==> src/fbrt_pkg.sv <==
// Shared types, constants and helper functions for the foreground box tracker.
`timescale 1ns / 1ps

package fbrt_pkg;

	// Frame size limits and derived widths
	localparam int MAX_WIDTH  = 2048;
	localparam int MAX_HEIGHT = 2048;
	localparam int COL_W      = $clog2(MAX_WIDTH);
	localparam int ROW_W      = $clog2(MAX_HEIGHT);

	// Register and field widths
	localparam int SIZE_W  = 12;
	localparam int PIX_W   = 8;
	localparam int OFF_W   = 13;
	localparam int SCALE_W = 12;
	localparam int PCT_W   = 7;
	localparam int CFG_W   = 13;
	localparam int IDX_W   = 3;

	// Risk arithmetic
	localparam int RISK_FULL = 25600;   // 100 percent in Q8
	localparam int PCT_FULL  = 100;
	localparam int Q_W       = 15;
	localparam int NUM_W     = SCALE_W + Q_W;
	localparam int DIFF_W    = 15;
	localparam int ALM_W     = SCALE_W + PCT_W;
	localparam int CNT_W     = $clog2(Q_W);

	// Register indexes
	localparam logic [IDX_W-1:0] REG_FRAME_WIDTH   = 3'd0;
	localparam logic [IDX_W-1:0] REG_FRAME_HEIGHT  = 3'd1;
	localparam logic [IDX_W-1:0] REG_FG_LEVEL      = 3'd2;
	localparam logic [IDX_W-1:0] REG_DANGER_OFFSET = 3'd3;
	localparam logic [IDX_W-1:0] REG_DIST_SCALE    = 3'd4;
	localparam logic [IDX_W-1:0] REG_ALARM_PERCENT = 3'd5;

	// Register reset values
	localparam int RST_WIDTH  = 640;
	localparam int RST_HEIGHT = 480;
	localparam int RST_FG     = 255;
	localparam int RST_OFFSET = 100;
	localparam int RST_SCALE  = 124;
	localparam int RST_ALARM  = 70;

	// Control into the box tracker
	typedef struct packed {
		logic              accept;
		logic [PIX_W-1:0]  pixel;
		logic [PIX_W-1:0]  fg;
		logic [SIZE_W-1:0] width;
		logic [SIZE_W-1:0] height;
		logic              size_wr;
		logic [SIZE_W-1:0] new_w;
		logic [SIZE_W-1:0] new_h;
	} box_ctrl_t;

	// Status out of the box tracker: box as it stands after the current pixel
	typedef struct packed {
		logic              frame_end;
		logic [SIZE_W-1:0] left;
		logic [COL_W-1:0]  right;
		logic [SIZE_W-1:0] top;
		logic [ROW_W-1:0]  bottom;
	} box_stat_t;

	// Hold a frame width to 1..MAX_WIDTH
	function automatic logic [SIZE_W-1:0] clamp_width(input logic [SIZE_W-1:0] v);
		logic [SIZE_W-1:0] r;
		if (v == '0) begin
			r = SIZE_W'(1);
		end else if ({1'b0, v} > (SIZE_W+1)'(MAX_WIDTH)) begin
			r = SIZE_W'(MAX_WIDTH);
		end else begin
			r = v;
		end
		return r;
	endfunction

	// Hold a frame height to 1..MAX_HEIGHT
	function automatic logic [SIZE_W-1:0] clamp_height(input logic [SIZE_W-1:0] v);
		logic [SIZE_W-1:0] r;
		if (v == '0) begin
			r = SIZE_W'(1);
		end else if ({1'b0, v} > (SIZE_W+1)'(MAX_HEIGHT)) begin
			r = SIZE_W'(MAX_HEIGHT);
		end else begin
			r = v;
		end
		return r;
	endfunction

endpackage

==> src/fbrt_pix_if.sv <==
// Pixel stream channel: valid, ready and one mask pixel.
`timescale 1ns / 1ps

interface fbrt_pix_if import fbrt_pkg::*; ();
	logic             valid;
	logic             ready;
	logic [PIX_W-1:0] pixel;

	modport source (output valid, pixel, input ready);
	modport sink (input valid, pixel, output ready);
endinterface

==> src/fbrt_res_if.sv <==
// Result channel: valid, ready, bounding box, risk score and alarm.
`timescale 1ns / 1ps

interface fbrt_res_if import fbrt_pkg::*; ();
	logic              valid;
	logic              ready;
	logic [SIZE_W-1:0] box_left;
	logic [COL_W-1:0]  box_right;
	logic [SIZE_W-1:0] box_top;
	logic [ROW_W-1:0]  box_bottom;
	logic [Q_W-1:0]    risk_q8;
	logic              alarm;

	modport source (output valid, box_left, box_right, box_top, box_bottom, risk_q8, alarm,
		input ready);
	modport sink (input valid, box_left, box_right, box_top, box_bottom, risk_q8, alarm,
		output ready);
endinterface

==> src/foreground_box_risk_tracker.sv <==
// Top level: configuration registers, frame-end sequencer and result register.
// Frame end: after the last pixel of a frame the sequencer takes the distance,
//   clamp, numerator and divider-start steps, then waits on the one-bit-per-cycle restoring divider.
// Throughput: one pixel per cycle inside a frame; frame end blocks input until
//   the result is loaded into the output register, which waits while an unaccepted result holds it.
// Reset: arst_n clears all control state at once and restores register defaults.
`timescale 1ns / 1ps

module foreground_box_risk_tracker import fbrt_pkg::*; (
	input  logic             clk,
	input  logic             arst_n,
	input  logic             cfg_write,
	input  logic [IDX_W-1:0] cfg_index,
	input  logic [CFG_W-1:0] cfg_data,
	fbrt_pix_if.sink         pix,
	fbrt_res_if.source       res
);

	// Sequencer codes
	localparam logic [2:0] ST_SCAN  = 3'd0;
	localparam logic [2:0] ST_DIFF  = 3'd1;
	localparam logic [2:0] ST_CLAMP = 3'd2;
	localparam logic [2:0] ST_PREP  = 3'd3;
	localparam logic [2:0] ST_START = 3'd4;
	localparam logic [2:0] ST_WAIT  = 3'd5;
	localparam logic [2:0] ST_DONE  = 3'd6;

	// Configuration registers
	logic [SIZE_W-1:0]  width_q;
	logic [SIZE_W-1:0]  height_q;
	logic [PIX_W-1:0]   fg_q;
	logic [OFF_W-1:0]   offset_q;
	logic [SCALE_W-1:0] scale_q;
	logic [PCT_W-1:0]   alarm_pct_q;

	logic [2:0]         state_q;
	logic               res_valid_q;

	// Frame-end working registers
	logic [SIZE_W-1:0]  box_left_q;
	logic [COL_W-1:0]   box_right_q;
	logic [SIZE_W-1:0]  box_top_q;
	logic [ROW_W-1:0]   box_bottom_q;
	logic [DIFF_W-1:0]  diff_q;
	logic [SCALE_W-1:0] d_q;
	logic [SCALE_W-1:0] s_q;
	logic [NUM_W-1:0]   num_q;
	logic               alarm_q;

	// Output register
	logic [SIZE_W-1:0]  out_left_q;
	logic [COL_W-1:0]   out_right_q;
	logic [SIZE_W-1:0]  out_top_q;
	logic [ROW_W-1:0]   out_bottom_q;
	logic [Q_W-1:0]     out_risk_q;
	logic               out_alarm_q;

	logic [SIZE_W-1:0]  eff_w;
	logic [SIZE_W-1:0]  eff_h;
	logic               accept;
	logic               load_out;
	box_ctrl_t          box_ctrl;
	box_stat_t          box_stat;

	logic [DIFF_W-1:0]  centre_c;
	logic [DIFF_W-1:0]  diff_c;
	logic [DIFF_W-1:0]  abs_c;
	logic [SCALE_W-1:0] s_c;
	logic [ALM_W-1:0]   alarm_lhs;
	logic [ALM_W-1:0]   alarm_rhs;
	logic               div_done;
	logic [Q_W-1:0]     div_quo;

	assign eff_w     = clamp_width(width_q);
	assign eff_h     = clamp_height(height_q);
	assign pix.ready = state_q == ST_SCAN;
	assign accept    = pix.valid && pix.ready;
	assign load_out  = state_q == ST_DONE && (!res_valid_q || res.ready);

	// Feed the box tracker; a size write carries its clamped new value
	always_comb begin
		box_ctrl.accept  = accept;
		box_ctrl.pixel   = pix.pixel;
		box_ctrl.fg      = fg_q;
		box_ctrl.width   = eff_w;
		box_ctrl.height  = eff_h;
		box_ctrl.size_wr = cfg_write &&
			(cfg_index == REG_FRAME_WIDTH || cfg_index == REG_FRAME_HEIGHT);
		box_ctrl.new_w   = cfg_index == REG_FRAME_WIDTH ?
			clamp_width(cfg_data[SIZE_W-1:0]) : eff_w;
		box_ctrl.new_h   = cfg_index == REG_FRAME_HEIGHT ?
			clamp_height(cfg_data[SIZE_W-1:0]) : eff_h;
	end

	fbrt_box u_box (
		.clk    (clk),
		.arst_n (arst_n),
		.ctrl   (box_ctrl),
		.stat   (box_stat)
	);

	// Distance from the danger column, magnitude clamped to the scale
	always_comb begin
		centre_c = DIFF_W'({1'b0, eff_w[SIZE_W-1:1]}) +
			{{(DIFF_W-OFF_W){offset_q[OFF_W-1]}}, offset_q};
		diff_c   = DIFF_W'(box_right_q) - centre_c;
		abs_c    = diff_q[DIFF_W-1] ? (~diff_q + DIFF_W'(1)) : diff_q;
		s_c      = (scale_q == '0) ? SCALE_W'(1) : scale_q;
		alarm_lhs = ALM_W'(PCT_FULL) * ALM_W'(s_q - d_q);
		alarm_rhs = ALM_W'(alarm_pct_q) * ALM_W'(s_q);
	end

	// Ceiling division: (d * 25600 + s - 1) / s
	fbrt_div u_div (
		.clk    (clk),
		.arst_n (arst_n),
		.start  (state_q == ST_START),
		.num    (num_q),
		.den    (s_q),
		.done   (div_done),
		.quo    (div_quo)
	);

	// Configuration writes
	always_ff @(posedge clk or negedge arst_n) begin
		if (!arst_n) begin
			width_q     <= SIZE_W'(RST_WIDTH);
			height_q    <= SIZE_W'(RST_HEIGHT);
			fg_q        <= PIX_W'(RST_FG);
			offset_q    <= OFF_W'(RST_OFFSET);
			scale_q     <= SCALE_W'(RST_SCALE);
			alarm_pct_q <= PCT_W'(RST_ALARM);
		end else if (cfg_write) begin
			unique case (cfg_index)
				REG_FRAME_WIDTH:   width_q     <= cfg_data[SIZE_W-1:0];
				REG_FRAME_HEIGHT:  height_q    <= cfg_data[SIZE_W-1:0];
				REG_FG_LEVEL:      fg_q        <= cfg_data[PIX_W-1:0];
				REG_DANGER_OFFSET: offset_q    <= cfg_data[OFF_W-1:0];
				REG_DIST_SCALE:    scale_q     <= cfg_data[SCALE_W-1:0];
				REG_ALARM_PERCENT: alarm_pct_q <= cfg_data[PCT_W-1:0];
				default: ;
			endcase
		end
	end

	// Sequencer and result valid
	always_ff @(posedge clk or negedge arst_n) begin
		if (!arst_n) begin
			state_q     <= ST_SCAN;
			res_valid_q <= 1'b0;
		end else begin
			if (load_out) begin
				res_valid_q <= 1'b1;
			end else if (res.ready) begin
				res_valid_q <= 1'b0;
			end
			unique case (state_q)
				ST_SCAN:  if (box_stat.frame_end) state_q <= ST_DIFF;
				ST_DIFF:  state_q <= ST_CLAMP;
				ST_CLAMP: state_q <= ST_PREP;
				ST_PREP:  state_q <= ST_START;
				ST_START: state_q <= ST_WAIT;
				ST_WAIT:  if (div_done) state_q <= ST_DONE;
				ST_DONE:  if (load_out) state_q <= ST_SCAN;
				default:  state_q <= ST_SCAN;
			endcase
		end
	end

	// Datapath registers
	always_ff @(posedge clk) begin
		if (box_stat.frame_end) begin
			// hold the finished box while the tracker reloads
			box_left_q   <= box_stat.left;
			box_right_q  <= box_stat.right;
			box_top_q    <= box_stat.top;
			box_bottom_q <= box_stat.bottom;
		end
		if (state_q == ST_DIFF) begin
			diff_q <= diff_c;
		end
		if (state_q == ST_CLAMP) begin
			s_q <= s_c;
			d_q <= (abs_c > DIFF_W'(s_c)) ? s_c : abs_c[SCALE_W-1:0];
		end
		if (state_q == ST_PREP) begin
			num_q <= NUM_W'(d_q) * NUM_W'(RISK_FULL) + NUM_W'(s_q) - NUM_W'(1);
		end
		if (state_q == ST_START) begin
			alarm_q <= alarm_lhs > alarm_rhs;
		end
		if (load_out) begin
			out_left_q   <= box_left_q;
			out_right_q  <= box_right_q;
			out_top_q    <= box_top_q;
			out_bottom_q <= box_bottom_q;
			out_risk_q   <= Q_W'(RISK_FULL) - div_quo;
			out_alarm_q  <= alarm_q;
		end
	end

	assign res.valid      = res_valid_q;
	assign res.box_left   = out_left_q;
	assign res.box_right  = out_right_q;
	assign res.box_top    = out_top_q;
	assign res.box_bottom = out_bottom_q;
	assign res.risk_q8    = out_risk_q;
	assign res.alarm      = out_alarm_q;

	// Divider finishes only while the sequencer waits for it
	a_div_done_in_wait: assert property (@(posedge clk) disable iff (!arst_n)
		div_done |-> state_q == ST_WAIT)
		else $error("divider done outside wait state");

	// A new result appears only out of the hand-off state
	a_res_from_done: assert property (@(posedge clk) disable iff (!arst_n)
		$rose(res_valid_q) |-> $past(state_q) == ST_DONE)
		else $error("result raised outside hand-off");

	// Clamped distance never exceeds the scale
	a_clamp_bound: assert property (@(posedge clk) disable iff (!arst_n)
		state_q == ST_PREP |-> d_q <= s_q)
		else $error("distance above scale");

	// Risk score stays within 100 percent
	a_risk_bound: assert property (@(posedge clk) disable iff (!arst_n)
		res_valid_q |-> out_risk_q <= Q_W'(RISK_FULL))
		else $error("risk score out of range");

	// Frame end, seen only while pixels are taken, moves the sequencer to the distance step
	a_frame_end_scan: assert property (@(posedge clk) disable iff (!arst_n)
		box_stat.frame_end |=> state_q == ST_DIFF)
		else $error("frame end not followed by distance step");

endmodule

==> src/fbrt_box.sv <==
// Raster counters and bounding box of foreground pixels.
`timescale 1ns / 1ps

module fbrt_box import fbrt_pkg::*; (
	input  logic      clk,
	input  logic      arst_n,
	input  box_ctrl_t ctrl,
	output box_stat_t stat
);

	logic [COL_W-1:0]  column_q;
	logic [ROW_W-1:0]  row_q;
	logic [SIZE_W-1:0] left_q;
	logic [COL_W-1:0]  right_q;
	logic [SIZE_W-1:0] top_q;
	logic [ROW_W-1:0]  bottom_q;

	logic              hit;
	logic              last_col;
	logic              last_row;
	logic [SIZE_W-1:0] left_n;
	logic [COL_W-1:0]  right_n;
	logic [SIZE_W-1:0] top_n;
	logic [ROW_W-1:0]  bottom_n;

	always_comb begin
		hit      = ctrl.pixel == ctrl.fg;
		last_col = !(((SIZE_W+1)'(column_q) + (SIZE_W+1)'(1)) < (SIZE_W+1)'(ctrl.width));
		last_row = !(((SIZE_W+1)'(row_q) + (SIZE_W+1)'(1)) < (SIZE_W+1)'(ctrl.height));
		left_n   = left_q;
		right_n  = right_q;
		top_n    = top_q;
		bottom_n = bottom_q;
		if (hit) begin
			if (SIZE_W'(column_q) < left_q) left_n = SIZE_W'(column_q);
			if (column_q > right_q) right_n = column_q;
			if (SIZE_W'(row_q) < top_q) top_n = SIZE_W'(row_q);
			if (row_q > bottom_q) bottom_n = row_q;
		end
		stat.frame_end = ctrl.accept && last_col && last_row;
		stat.left      = left_n;
		stat.right     = right_n;
		stat.top       = top_n;
		stat.bottom    = bottom_n;
	end

	always_ff @(posedge clk or negedge arst_n) begin
		if (!arst_n) begin
			column_q <= '0;
			row_q    <= '0;
			left_q   <= SIZE_W'(RST_WIDTH);
			right_q  <= '0;
			top_q    <= SIZE_W'(RST_HEIGHT);
			bottom_q <= '0;
		end else if (ctrl.accept) begin
			if (last_col) begin
				column_q <= '0;
				if (last_row) begin
					row_q <= '0;
				end else begin
					row_q <= row_q + ROW_W'(1);
				end
			end else begin
				column_q <= column_q + COL_W'(1);
			end
			if (stat.frame_end) begin
				// reload the empty box for the next frame
				left_q   <= ctrl.width;
				right_q  <= '0;
				top_q    <= ctrl.height;
				bottom_q <= '0;
			end else begin
				left_q   <= left_n;
				right_q  <= right_n;
				top_q    <= top_n;
				bottom_q <= bottom_n;
			end
		end else if (ctrl.size_wr && column_q == '0 && row_q == '0) begin
			// size change before the first pixel picks up new sentinels
			left_q   <= ctrl.new_w;
			right_q  <= '0;
			top_q    <= ctrl.new_h;
			bottom_q <= '0;
		end
	end

endmodule

==> src/fbrt_div.sv <==
// Restoring divider, one quotient bit per cycle.
`timescale 1ns / 1ps

module fbrt_div import fbrt_pkg::*; (
	input  logic               clk,
	input  logic               arst_n,
	input  logic               start,
	input  logic [NUM_W-1:0]   num,
	input  logic [SCALE_W-1:0] den,
	output logic               done,
	output logic [Q_W-1:0]     quo
);

	logic               busy_q;
	logic               done_q;
	logic [CNT_W-1:0]   cnt_q;
	logic [SCALE_W-1:0] rem_q;
	logic [Q_W-1:0]     quo_q;
	logic [SCALE_W-1:0] den_q;

	logic [SCALE_W:0]   trial;
	logic [SCALE_W:0]   diff;
	logic               ge;

	always_comb begin
		trial = {rem_q, quo_q[Q_W-1]};
		diff  = trial - {1'b0, den_q};
		ge    = !diff[SCALE_W];
	end

	always_ff @(posedge clk or negedge arst_n) begin
		if (!arst_n) begin
			busy_q <= 1'b0;
			done_q <= 1'b0;
			cnt_q  <= '0;
		end else begin
			done_q <= 1'b0;
			if (start) begin
				busy_q <= 1'b1;
				cnt_q  <= '0;
			end else if (busy_q) begin
				cnt_q <= cnt_q + CNT_W'(1);
				if (cnt_q == CNT_W'(Q_W - 1)) begin
					busy_q <= 1'b0;
					done_q <= 1'b1;
				end
			end
		end
	end

	// numerator is below den * 2^Q_W, so its top bits start below den
	always_ff @(posedge clk) begin
		if (start) begin
			rem_q <= num[NUM_W-1:Q_W];
			quo_q <= num[Q_W-1:0];
			den_q <= den;
		end else if (busy_q) begin
			rem_q <= ge ? diff[SCALE_W-1:0] : trial[SCALE_W-1:0];
			quo_q <= {quo_q[Q_W-2:0], ge};
		end
	end

	assign done = done_q;
	assign quo  = quo_q;

endmodule

==> src/flat_wrapper.sv <==
// flat-port wrapper written by rule: the top's interface ports become plain ports
module foreground_box_risk_tracker_flat import fbrt_pkg::*;
  (clk, arst_n, cfg_write, cfg_index, cfg_data, pix_valid, pix_pixel, pix_ready, res_valid, res_box_left, res_box_right, res_box_top, res_box_bottom, res_risk_q8, res_alarm, res_ready);
  fbrt_pix_if pix_i ();
  fbrt_res_if res_i ();
  input  logic clk;
  input  logic arst_n;
  input  logic cfg_write;
  input  logic [IDX_W-1:0] cfg_index;
  input  logic [CFG_W-1:0] cfg_data;
  input wire logic [$bits(pix_i.valid)-1:0] pix_valid;
  input wire logic [$bits(pix_i.pixel)-1:0] pix_pixel;
  output wire logic [$bits(pix_i.ready)-1:0] pix_ready;
  output wire logic [$bits(res_i.valid)-1:0] res_valid;
  output wire logic [$bits(res_i.box_left)-1:0] res_box_left;
  output wire logic [$bits(res_i.box_right)-1:0] res_box_right;
  output wire logic [$bits(res_i.box_top)-1:0] res_box_top;
  output wire logic [$bits(res_i.box_bottom)-1:0] res_box_bottom;
  output wire logic [$bits(res_i.risk_q8)-1:0] res_risk_q8;
  output wire logic [$bits(res_i.alarm)-1:0] res_alarm;
  input wire logic [$bits(res_i.ready)-1:0] res_ready;
  assign pix_i.valid = pix_valid;
  assign pix_i.pixel = pix_pixel;
  assign pix_ready = pix_i.ready;
  assign res_valid = res_i.valid;
  assign res_box_left = res_i.box_left;
  assign res_box_right = res_i.box_right;
  assign res_box_top = res_i.box_top;
  assign res_box_bottom = res_i.box_bottom;
  assign res_risk_q8 = res_i.risk_q8;
  assign res_alarm = res_i.alarm;
  assign res_i.ready = res_ready;
  foreground_box_risk_tracker u_core (.clk(clk), .arst_n(arst_n), .cfg_write(cfg_write), .cfg_index(cfg_index), .cfg_data(cfg_data), .pix(pix_i), .res(res_i));
endmodule
==> config.mk <==
export PLATFORM = sky130hd
export DESIGN_NAME = foreground_box_risk_tracker_flat
export DESIGN_NICKNAME = d
export VERILOG_FILES = /design/src/fbrt_pkg.sv /design/src/fbrt_pix_if.sv /design/src/fbrt_res_if.sv /design/src/foreground_box_risk_tracker.sv /design/src/fbrt_box.sv /design/src/fbrt_div.sv /design/src/flat_wrapper.sv
export SDC_FILE = /design/constraint.sdc
export NUM_CORES = 1
export LEC_CHECK = 0
export BUFFER_PORTS_ARGS = -buffer_cell sky130_fd_sc_hd__buf_2
export CAP_MARGIN = 25
export CORE_ASPECT_RATIO = 0.9
export CORE_MARGIN = 5
export CORE_UTILIZATION = 45
export DETAILED_ROUTE_END_ITERATION = 10
export HOLD_SLACK_MARGIN = 0.15
export PLACE_DENSITY_LB_ADDON = 0.3
export SLEW_MARGIN = 20
export SYNTH_ARGS = -nofsm -noshare
export SYNTH_HDL_FRONTEND = slang
export SYNTH_SLANG_ARGS = --single-unit
export TNS_END_PERCENT = 100
==> constraint.sdc <==
create_clock -name clk -period 18.73 [get_ports clk]
set_input_delay 3.746 -clock clk [delete_from_list [all_inputs] [get_ports clk]]
set_output_delay 3.746 -clock clk [all_outputs]
set_load 0.02 [all_outputs]
# After elaboration in Yosys (flattened, before gate mapping)
# Cells that the tools add are included.
[classes]
mux = 51
magnitude_cmp = 11
reduce_logical = 32
bitwise = 2
eq_ne = 16
mul = 3
addsub = 13
[ops]
columns = ["operator", "n"]
rows = [
  ["$mux 12", 23],
  ["$mux 11", 11],
  ["$logic_not 12->1", 4],
  ["$mux 15", 3],
  ["$gt 12x12->1 const B", 3],
  ["$add 27x12->27", 1],
  ["$sub 27x1->27 const B", 1],
  ["$add 11x1->12 const B", 2],
  ["$lt 11x12->1", 2],
  ["$lt 12x12->1", 2],
  ["$add 11x1->11 const B", 2],
  ["$gt 11x11->1", 2],
  ["$logic_not 11->1", 2],
  ["$pmux 3 s7", 1],
  ["$gt 19x19->1", 1],
  ["$mul 5x19->17 const A", 1],
  ["$mul 7x12->19", 1],
  ["$mul 12x5->17 const B", 1],
  ["$add 15x1->15 const B", 1],
  ["$eq 3x3->1 const B", 5],
  ["$gt 15x12->1", 1],
  ["$not 15->15", 1],
  ["$sub 11x15->15", 1],
  ["$sub 15x15->15 const A", 1],
  ["other kinds (21)", 55],
]
[word_totals]
ff_bits = 356
elab_cells = 163

# Logic depth before layout (Yosys ltp)
[depth]
ltp_word = 9
ltp_mapped = 27
mapped_depth_nobuf = 27

# By module
# From an unflattened synthesis, not the netlist that was laid out.
[unflattened]
cells_unflattened = 2529
hier_area_um2 = 26071.3
[by_module_without_submodules]
columns = ["mod", "instances", "cells_per_inst", "area_per_inst_um2"]
rows = [
  ["foreground_box_risk_tracker", 1, 1595, 17509.3],
  ["fbrt_box", 1, 710, 6018.3],
  ["fbrt_div", 1, 224, 2543.7],
]

# Least setup slack after synthesis
# Ideal clock, no wire load.
[synth_path]
kind = "input-to-reg"
from = "input port res_ready"
to = "register u_core.out_alarm_q, in the netlist u_core.res.alarm, enable pin"
n_path_buf = 0
arrival_time_ns = 6.543
cell_stages = 3
setup_ns = 0.482
setup_slack_ns = 11.704
cell_sequence = "nand2b_1 nand2_1 nor2_1"
[synth_between]
elab_chain_cells = 2
[synth_lines]
columns = ["element", "line_no", "source"]
rows = [
  ["start, declared", "flat_wrapper.sv:21", "input wire logic [$bits(res_i.ready)-1:0] res_ready;"],
  ["$logic_or 1x1->1", "foreground_box_risk_tracker.sv:78", "assign load_out = state_q == ST_DONE && (!res_valid_q || res.ready);"],
  ["$logic_and 1x1->1", "foreground_box_risk_tracker.sv:78", ""],
  ["named net u_core.load_out", "foreground_box_risk_tracker.sv:61", "logic load_out;"],
  ["end signal, assigned", "foreground_box_risk_tracker.sv:198", "out_alarm_q <= alarm_q;"],
  ["end, declared", "foreground_box_risk_tracker.sv:56", "logic out_alarm_q;"],
]
# The timed path passes the listed nets, and every way through them passes these cells.
# A chain may end at the register's enable or synchronous reset.

# Worst setup path in the final report
[layout_path]
from = "register u_core.s_q[0]"
to = "register u_core.alarm_q, data pin"
[layout_between]
elab_chain_cells = 3
elab_cells_between_ends = 4
classes_between = "add/sub (1); mul (2); order compare (1)"
[layout_lines]
columns = ["element", "line_no", "source"]
rows = [
  ["start, declared", "foreground_box_risk_tracker.sv:46", "logic [SCALE_W-1:0] s_q;"],
  ["start signal, assigned", "foreground_box_risk_tracker.sv:183", "s_q <= s_c;"],
  ["$sub 12x12->13", "foreground_box_risk_tracker.sv:109", "alarm_lhs = ALM_W'(PCT_FULL) * ALM_W'(s_q - d_q);"],
  ["$mul 5x19->17", "foreground_box_risk_tracker.sv:109", ""],
  ["$gt 19x19->1 *", "foreground_box_risk_tracker.sv:190", "alarm_q <= alarm_lhs > alarm_rhs;"],
  ["end signal, assigned", "foreground_box_risk_tracker.sv:190", ""],
  ["end, declared", "foreground_box_risk_tracker.sv:48", "logic alarm_q;"],
]
# Every way passes the cells marked *; elsewhere a longest branch is shown, timed or not.

==> results.yml <==
place:
  routability_driven_placement_congestion_ratio: 0.920
  place.port_buffers: 92
  dpl.hpwl_um: 50100
  dpl-instance-area_um2: 27100
synth:
  synth_top_cells_by_area: "edfxtp_1, ha_1, dfrtp_1"
  synth_top_area_cell: "edfxtp_1"
  synthDistinctLibCells: 77
  async_flop_share_pct: 39.9
  post_synthesis_instance_area_um2: 25800
  synth_ff_type: "edfxtp_1"
  syn_nets: 2915
  synth_seq_area_share_pct: 38.8
  synth_top_area_share_pct: 24.9
  post_synth_inst_count: 2526
  postSynthRegisterBits: 356
  synth.yosys.warnings: 0
  synth_enable_flop_cells: 214
  synth.avg_cell_area_um2: 10.2
worst_hold_path:
  holdCritStartpoint: "u_core.box_bottom_q[2]"
  worstHoldPathType: "flip-flop to flip-flop"
clocking:
  root_cell_of_the_clock_tree: "clkbuf_16"
  setup_fix_buffers_added_after_clock_tree_synthesis: 0
  cts_tree: "yes"
  tritoncts_num_sinks: 356
  cts_buffer_depth: 3
  cts.repair.resized: 0
  clkTransAtPathRegs_ns: 0.07
  tritoncts.num_buffers: 40
  htree_num_levels: 2
  clock_latency_ns: 0.56
  hold_buffers: 0
final_layout:
  multi_input_comb_area_um2: 14400
  design_area_final_um2: 28500
  register_area_um2: 10000
  drive_above_1_share_pct: 12.4
  design.final.nets: 2995
  layout.cells.most_common: "inv_1"
  diodes: 0
  layout.cells.most_common_list: "inv_1, ha_1, edfxtp_1, nand2_1, nor2_1"
  nFillCells: 5224
  post-route-util_pct: 50.0
  post_synthesis_to_final_layout_area_growth_pct: 10.3
grt:
  first_global_vias: 19000
  grt_antenna_before_repair: 2
  grt-busiest-layer: "met2"
  grt_use_met2_pct: 33.8
  use_met1_pct: 29.3
  grt_pass1_wl_um: 105000
  global_route.overflow_total: 0
  overall_routing_resource_usage_pct: 20.7
  grtUsageMet3_pct: 3.39
  largest_net_degree_at_the_start_of_global_routing: 74
routing:
  first_iter_violations: 1416
  wirelength_um: 66400
  drtPass1Iterations: 5
  via_per_inst: 5.70
  dr_total_vias: 19400
  detail-route-antenna-nets: 0
  drc: 0
  post_drt_wl_per_cell_um: 19.5
sta:
  worst_slew_pin_tran_ns: 1.04
  max_slew_margin_pct: 30.6
  final.setup.tns_ns: 0
  final_hold_viol_count: 0
  rsz0062_at_grt: "no"
  period_minus_slack_ns: 6.63
  drv_slew: 0
  report.final.setup_viol: 0
  maxClockFrequency_mhz: 151
  post-route-period-util_pct: 35.4
  finClkSkew_ns: 0.0328
worst_setup_path:
  critPathCaptureType: "flip-flop"
  rr_startpoint: "u_core.s_q[0]"
  startpoint: "u_core.s_q[0]"
  critical_path_arrival_ns: 6.92
  startpoint_type: "flip-flop"
  timing_worst_setup_path_type: "flip-flop to flip-flop"
  required_ns: 19.03
  critical_path_peak_fanout: 10
run_status:
  status: "finished clean"
floorplanning:
  die_w_um: 262
  ios: 93
  row_count: 83
  floorplan.die_area_um2: 62300
  initial_utilization_pct: 45.4
  die_h_um: 237
  floorplan.core_area_um2: 56900
run:
  maxCapViolations: 0
## synthesized netlist by cell type, drive strengths merged (25+ instances only)
cell type	instances
nand2	207
clkbuf	72
nor2	119
a21o	40
o31ai	25
ha	288
nand3	46
xor2	45
inv	308
mux2	71
mux2i	49
xnor2	109
fa	72
and2	70
nor3	49
o211ai	49
dfstp	31
edfxtp	214
a21oi	90
o21ai	103
dfrtp	111
nor2b	33
## cells by family after synthesis
logic type | Yosys count | synth area share, %
buffers and inverters | 387 | 5.71
AOI/OAI and AO/OA | 480 | 12.7
muxes | 120 | 5.00
and+or+nand+nor | 668 | 13.0
DFF | 356 | 38.8
xor gates and xnor gates | 155 | 5.31
adders and majority gates | 360 | 19.5
## per-stage QoR
step / setup slack, ns / std cells / hold slack [ns]
detailed placement: 12.11 / 3327 / 0.405
global placement: 12.17 / 3325 / 0.402
CTS: 12.07 / 3401 / 0.419
finish: 12.10 / 3403 / 0.419
floorplan: 11.70 / 2526 / 0.400
global route: 11.64 / 3403 / 0.425
## final timing paths
kind | cells after the start | slack, ns | end
worst max-delay path | 24 | 12.10 | u_core.alarm_q
worst min-delay path | 0 | 0.42 | u_core.res.box_bottom[2]
worst max register to register | 24 | 12.10 | u_core.alarm_q
worst min register to register | 0 | 0.42 | u_core.res.box_bottom[2]
max in group asynchronous | 3 | 14.25 | u_core.scale_q[2]
min in group asynchronous | 1 | 3.22 | u_core.u_box.bottom_q[2]
## registers in the layout, indices dropped and copies added (netlist names), 12 cells and up
register	count
u_core.scale_q	12
u_core.d_q	12
u_core.height_q	12
u_core.offset_q	13
u_core.s_q	12
u_core.num_q	27
u_core.res.box_left	12
u_core.box_top_q	12
u_core.res.box_top	12
u_core.u_div.den_q	12
u_core.box_left_q	12
u_core.res.risk_q8	15
u_core.u_box.left_q	12
u_core.diff_q	15
u_core.u_box.top_q	12
u_core.width_q	12
u_core.u_div.rem_q	12
u_core.u_div.quo	15
## area by class of cell
class | count | share of cell area [%]
flip-flops and latches | 356 | 35.2
inverters | 308 | 4.06
multi-input cells | 1783 | 50.4
clock buffers | 52 | 3.93
repair buffers | 117 | 2.40
clock inverters | 22 | 0.677
well taps | 765 | 3.36
## critical path: stages, from the launching register on
cell      delay [ns]
edfxtp_1        0.50
inv_1           0.10
ha_1            0.24
fa_1            0.41
nor2b_1         0.12
o21ai_0         0.10
a21boi_0        0.31
o21ai_0         0.20
a211oi_1        0.34
nor2_1          0.09
a21oi_1         0.64
inv_1           0.15
fa_1            0.56
inv_1           0.05
fa_1            0.50
inv_1           0.05
ha_1            0.32
a21oi_1         0.16
a31oi_1         0.08
xnor2_1         0.16
xnor2_1         0.15
ha_1            0.34
nand3_1         0.11
or4_1           0.53
o21a_1          0.19
## layer usage
| metal | vias up | share of wire (%) |
|---|---|---|
| met1 | 9557 | 45 |
| met3 | 101 | 6.2 |
| li1 | 9125 | - |
| met4 | 0 | 2.3 |
| met5 | - | 0 |
| met2 | 610 | 47 |
Power is not shown: default switching activity piles up to over one toggle a cycle in this logic, so the estimate is an artifact.
